[src/design/nrc_pkg.sv]
// Package for the normalized RGB convolution unit.
// Holds shared widths, default parameter values and register indexes.
// No dependencies.
package nrc_pkg;

	localparam int MAX_KERNEL_DEF = 7;
	localparam int MAX_COLS_DEF   = 1024;
	localparam int COEF_BITS_DEF  = 16;
	localparam int MAX_ROWS       = 1024;

	localparam int PIX_W    = 8;
	localparam int POS_W    = 10;
	localparam int CFG_W    = 11;
	localparam int CFG_IDX_W = 2;
	localparam int IN_DATA_W  = 48;
	localparam int OUT_DATA_W = 48;

	localparam logic [CFG_IDX_W-1:0] CFG_KERNEL_SIDE = 2'd0;
	localparam logic [CFG_IDX_W-1:0] CFG_ROW_LENGTH  = 2'd1;
	localparam logic [CFG_IDX_W-1:0] CFG_ROW_COUNT   = 2'd2;

	localparam logic REQ_COEF  = 1'b0;
	localparam logic REQ_PIXEL = 1'b1;

endpackage

[src/design/nrc_div.sv]
// Three-lane restoring divider, one quotient bit per lane each cycle.
// Returns the low byte of each quotient. Depends on nrc_pkg.
module nrc_div #(
	parameter int ACC_W = 30,
	parameter int SUM_W = 22
) (
	input  logic                                clk,
	input  logic                                arst_n,
	input  logic                                start,
	input  logic [2:0][ACC_W-1:0]               dividend,
	input  logic [SUM_W-1:0]                    divisor,
	output logic                                done,
	output logic [2:0][nrc_pkg::PIX_W-1:0]      quotient
);

	localparam int CNT_W = $clog2(ACC_W + 1);

	logic                  busy_q;
	logic                  done_q;
	logic [CNT_W-1:0]      cnt_q;
	logic [2:0][ACC_W-1:0] dvd_q;
	logic [2:0][SUM_W-1:0] rem_q;
	logic [SUM_W-1:0]      dsr_q;
	logic [2:0][SUM_W:0]   trial;
	logic [2:0]            fits;

	always_comb begin
		for (int i = 0; i < 3; i++) begin
			trial[i] = {rem_q[i], dvd_q[i][ACC_W-1]};
			fits[i]  = trial[i] >= {1'b0, dsr_q};
		end
	end

	always_ff @(posedge clk or negedge arst_n) begin
		if (!arst_n) begin
			busy_q <= 1'b0;
			done_q <= 1'b0;
			cnt_q  <= '0;
		end else begin
			done_q <= !start && busy_q && (cnt_q == CNT_W'(1));
			if (start) begin
				busy_q <= 1'b1;
				cnt_q  <= CNT_W'(ACC_W);
			end else if (busy_q) begin
				cnt_q <= cnt_q - 1'b1;
				if (cnt_q == CNT_W'(1)) begin
					busy_q <= 1'b0;
				end
			end
		end
	end

	always_ff @(posedge clk) begin
		if (start) begin
			dvd_q <= dividend;
			rem_q <= '0;
			dsr_q <= divisor;
		end else if (busy_q) begin
			for (int i = 0; i < 3; i++) begin
				if (fits[i]) begin
					rem_q[i] <= SUM_W'(trial[i] - {1'b0, dsr_q});
				end else begin
					rem_q[i] <= trial[i][SUM_W-1:0];
				end
				dvd_q[i] <= {dvd_q[i][ACC_W-2:0], fits[i]};
			end
		end
	end

	assign done = done_q;
	always_comb begin
		for (int i = 0; i < 3; i++) begin
			quotient[i] = dvd_q[i][nrc_pkg::PIX_W-1:0];
		end
	end

endmodule

[config.mk]
export PLATFORM = sky130hd
export DESIGN_NAME = nrc_div
export DESIGN_NICKNAME = d
export VERILOG_FILES = /design/src/design/nrc_pkg.sv /design/src/design/nrc_div.sv
export SDC_FILE = /design/constraint.sdc
export NUM_CORES = 1
export LEC_CHECK = 0
export BUFFER_PORTS_ARGS = -buffer_cell sky130_fd_sc_hd__buf_2
export CELL_PAD_IN_SITES_DETAIL_PLACEMENT = 1
export CELL_PAD_IN_SITES_GLOBAL_PLACEMENT = 2
export CORE_AREA = 10 10 179 181
export CTS_BUF_LIST = sky130_fd_sc_hd__clkbuf_4 sky130_fd_sc_hd__clkbuf_8
export CTS_CLUSTER_DIAMETER = 40
export DETAILED_ROUTE_END_ITERATION = 6
export DIE_AREA = 0 0 189 191
export PLACE_DENSITY = 0.83
export SYNTH_ARGS = -nofsm -noshare
export SYNTH_HDL_FRONTEND = slang
export SYNTH_SLANG_ARGS = --single-unit
[constraint.sdc]
create_clock -name clk -period 3.36 [get_ports clk]
set_input_delay 0.336 -clock clk [delete_from_list [all_inputs] [get_ports clk]]
set_output_delay 0.336 -clock clk [all_outputs]
set_load 0.05 [all_outputs]
==> out/summary.md <==
The synthesized design contains 185 register bits. The tools report the total count of hold-check failures in the final report as 0. Number of global-route vias before repair: 8814.

At the worst endpoint, the required time is 3.70 ns. By startpoint and endpoint, the worst setup path is classified as reg2reg. The number of cells traversed by the worst hold path is 1, and the setup slack after placement is 0.249 ns.

The floorplan has 62 rows. The initial antenna violation count is 12. Clock tree synthesis inserted a total of 17 buffers. Across the run, the number of max-cap violations was 0. Of all flip-flops after synthesis, the portion carrying an async set or reset was 3.78%.

Once detail routing completed, the nets flagged for antenna violations numbered 0. The family of cells with the greatest summed delay on the critical path was simple AND/OR/NAND/NOR gates. Setup repair after global routing left no endpoint under its margin.

The routed length per instance is 19.1 um. The clock sink total was 185. The logs give 0.00486 mm2 for the area taken by flip-flops and latches and 0 for the residual overflow from global routing.

Routed wire length: 30000 um. Cells with a size suffix above 1 make up 25.3% of the layout. The initial utilization of the core area, before any placement, comes to 38.5%. The logs give 0 for the final setup violation count and 5 for the hold buffer count at CTS. Ranked by total cell area, the synthesized netlist is headed by sky130_fd_sc_hd__edfxtp_1, sky130_fd_sc_hd__dfxtp_1, sky130_fd_sc_hd__mux2_2. The leading register cell type out of synthesis is sky130_fd_sc_hd__edfxtp_1. The tools report the total power as 4.95 mW. The global routing met3 resource utilization is 5.39%. The worst setup path is captured at a flip-flop. In the global route stage, overall resource usage came out at 16.8%. The biggest area consumer among synthesized cells is sky130_fd_sc_hd__edfxtp_1. The core region is 0.0285 mm2.

The total nets after synthesis came out at 1237. The worst setup path is launched from a flip-flop. The largest single stage delay on the critical path is 0.57 ns.

Once the clock tree was built, the resizer swapped 0 gates to a different size. The tools report the library cell used as clock root buffer as sky130_fd_sc_hd__clkbuf_8. The reg2reg setup slack was 0.26 ns. The clock passes through at most 2 buffers. The count of cells in the finished layout, fillers not included, comes to 1567. Routability-driven placement finished with a final weighted congestion of 0.837. For this block, the initial DRC count from the detailed router was 356. The total half-perimeter wirelength after legalization and detailed placement was 22600 um; the final critical-path share of the clock period was 92.4%. After synthesis, the mean cell area works out to 10.4 um2. The largest individual stage delay along the critical path comes from the cell sky130_fd_sc_hd__or4b_4. TritonCTS built the clock tree. The critical path buffer and inverter count came out at 2. The run gives 48400 um as the global-route wire length before repair.

Global routing met2 resource utilization: 27.7%. The logs give 0.255 ns for the worst-case setup margin in the final layout and 3278 for the number of fill cells in the layout. Post-CTS timing repair inserted 0 buffers for setup.

In this run the worst path has a maximum fanout of 19. Clock-pin slew was measured on the worst setup and hold paths at 0.11 ns. The area fraction of the dominant cell type after synthesis came out at 30.7%. Buffers placed on the I/O ports in this run total 139. In this run the horizontal extent of the chip is 189 um.

The logic depth of the worst register-to-register path works out to 11. The flow ran to the end, and the final reports show no timing, DRC or antenna violations. Yosys printed 0 warnings. The H-tree depth is 4. The routed layout has 8226 vias. The run gives 0.318 mV as the maximum VDD drop.

For the worst setup path, the data arrival time is 3.44 ns. Walking the worst path, the cells encountered are inv_1 > ha_1 > and3_4 > a221o_1 > or4b_4 > a21boi_4 > o211ai_2 > nand2_2 > buf_12 > mux2i_1 > a211oi_1. Sequential elements use 44.3% of the synthesized area.

Max-slew violation count: 0. Compared with the post-synthesis result, the final layout area differs by 13.7%. The count of pins on the block boundary is 140. The area occupied by multi-input gates is 0.00558 mm2, and the static leakage is 5.38 nW. Measured against its own limit, the worst slew margin works out to 55.2%. For the DRC violations left, the log shows 0. Time the worst path needs with I/O delays and setup: 3.10 ns.

The tools report the top achievable clock speed as 0.322 GHz. The mapped netlist covers 0.0110 mm2. Clock latency on the worst-skew pair, taken at its later pin, is 0.48 ns. In this run the most used layer during global routing was met2. For this run, the detailed router's first-pass iteration total came to 4.

In the global route stage, met1 resource usage came out at 20.9%. The count of unique library cells instantiated by Yosys was 67; the clock skew was 0.0145 ns. The floorplan step set the die height to 191 um. The die covers 0.0361 mm2. The count of flip-flops with a built-in enable after synthesis is 112. For the pin with the worst max-slew slack, the measured transition is 0.671 ns. The number of logic stages on the critical path including buffering was 11; the count of placed standard cells including taps was 1527.

The final layout contains 1353 nets. The path class of the tightest hold or removal check is in2reg. Entering global routing, the biggest net connects 106 pins. The final sum of negative setup slack was 0 ns.

Synthesis produced 1051 cells. The via density per instance was 5.25; the power density normalized to cell area was 397 mW/mm2.
==> area by class of cell <==
class,count,area share (%)
Timing Repair Buffer,164,7.74
Sequential cell,185,39.0
Clock buffer,17,1.88
Tap cell,384,3.85
Multi-Input combinational cell,754,44.8
Antenna cell,3,0.0602
Inverter,45,1.37
Clock inverter,15,1.33
==> stage by stage <==
step	utilization (%)	cell area [um2]	hold slack (ns)
6_report	43.8	12500	0.0301
5_1_grt	43.8	12500	0.000978
4_1_cts	43.8	12500	0.000134
3_5_place_dp	42.2	12000	0.179
3_3_place_gp	42.2	12000	0.179
2_1_floorplan	-	11000	0.0404
==> metal layers <==
metal  wire length, um  vias to the layer above
li1                  -                     4069
met5                68                        -
met4               420                       12
met2             14000                      150
met3              1740                       36
met1             13700                     3959
==> cell usage in the layout, fill, tap and decap left out, types with 4 or more instances in the layout <==
cell type and count:
sky130_fd_sc_hd__clkbuf_8 17, sky130_fd_sc_hd__a211oi_1 34, sky130_fd_sc_hd__o311ai_0 6, sky130_fd_sc_hd__nor4_1 6
sky130_fd_sc_hd__dfrtp_1 6, sky130_fd_sc_hd__a311oi_1 5, sky130_fd_sc_hd__inv_1 44, sky130_fd_sc_hd__buf_4 15
sky130_fd_sc_hd__xor2_1 15, sky130_fd_sc_hd__or3_1 8, sky130_fd_sc_hd__buf_12 5, sky130_fd_sc_hd__buf_2 138
sky130_fd_sc_hd__and3_1 8, sky130_fd_sc_hd__a21o_1 25, sky130_fd_sc_hd__nor2b_1 10, sky130_fd_sc_hd__nor3_1 16
sky130_fd_sc_hd__nand2b_1 12, sky130_fd_sc_hd__nor2_1 92, sky130_fd_sc_hd__a21oi_1 57, sky130_fd_sc_hd__nand4_1 9
sky130_fd_sc_hd__o21bai_1 8, sky130_fd_sc_hd__xnor2_1 39, sky130_fd_sc_hd__ha_1 68, sky130_fd_sc_hd__o21ai_0 41
sky130_fd_sc_hd__o31ai_1 6, sky130_fd_sc_hd__nand3_1 17, sky130_fd_sc_hd__mux2_2 89, sky130_fd_sc_hd__o211ai_1 4
sky130_fd_sc_hd__dfxtp_1 66, sky130_fd_sc_hd__o21a_1 9, sky130_fd_sc_hd__edfxtp_1 112, sky130_fd_sc_hd__mux2i_1 31
sky130_fd_sc_hd__o211a_1 7, sky130_fd_sc_hd__dlygate4sd3_1 5, sky130_fd_sc_hd__nand2_1 74, sky130_fd_sc_hd__a31oi_1 8
==> Yosys cell counts (4+ instances only) <==
cell,instances
sky130_fd_sc_hd__o21a_1,9
sky130_fd_sc_hd__xnor2_1,39
sky130_fd_sc_hd__a21o_1,25
sky130_fd_sc_hd__a311oi_1,5
sky130_fd_sc_hd__buf_4,26
sky130_fd_sc_hd__edfxtp_1,112
sky130_fd_sc_hd__mux2_2,89
sky130_fd_sc_hd__o31ai_1,6
sky130_fd_sc_hd__nor4_1,6
sky130_fd_sc_hd__nand2_1,74
sky130_fd_sc_hd__a211oi_1,34
sky130_fd_sc_hd__nand2b_1,12
sky130_fd_sc_hd__o211ai_1,4
sky130_fd_sc_hd__dfxtp_1,66
sky130_fd_sc_hd__o311ai_0,6
sky130_fd_sc_hd__or3_1,8
sky130_fd_sc_hd__nor2b_1,10
sky130_fd_sc_hd__nor2_1,93
sky130_fd_sc_hd__mux2i_1,31
sky130_fd_sc_hd__o211a_1,7
sky130_fd_sc_hd__o21ai_0,41
sky130_fd_sc_hd__and3_1,8
sky130_fd_sc_hd__dfrtp_1,7
sky130_fd_sc_hd__o21bai_1,8
sky130_fd_sc_hd__ha_1,68
sky130_fd_sc_hd__clkbuf_1,35
sky130_fd_sc_hd__xor2_1,15
sky130_fd_sc_hd__nor3_1,16
sky130_fd_sc_hd__a31oi_1,9
sky130_fd_sc_hd__inv_1,45
sky130_fd_sc_hd__nand3_1,17
sky130_fd_sc_hd__a21oi_1,57
sky130_fd_sc_hd__nand4_1,9
==> path summary, 6_finish.rpt <==
path                        endpoint  startpoint
setup / recovery           rem_q[26]    dsr_q[6]
hold / removal              dsr_q[9]  divisor[9]
setup reg to reg           rem_q[26]    dsr_q[6]
hold reg to reg             rem_q[3]    rem_q[3]
max in group asynchronous     busy_q      arst_n
min in group asynchronous       done      arst_n
==> sequential cells by signal (all words and copies together) (netlist names) <==
signal    flops
dvd_q        66
rem_q        66
done          1
busy_q        1
dsr_q        22
cnt_q         5
quotient     24
==> cells by family (layout without fill, tap and decap cells) <==
kind of cell | count (synthesis) | after routing | synth area share (%)
xor+xnor | 54 | 54 | 4.31
mux | 120 | 120 | 12.0
flops | 185 | 185 | 44.3
compound gates | 240 | 240 | 14.7
buf+inv | 112 | 241 | 4.96
simple gates | 269 | 269 | 11.4
fa+ha+maj | 71 | 71 | 8.30
other cells | 0 | 3 | 0
==> power by group <==
part / switching, mW / internal, mW / total (mW)
clock: 0.924 / 0.618 / 1.54
combinational: 0.452 / 0.330 / 0.782
sequential: 0.0596 / 2.57 / 2.63
total: 1.44 / 3.51 / 4.95
Note: power is estimated with default switching activity, not from simulation.
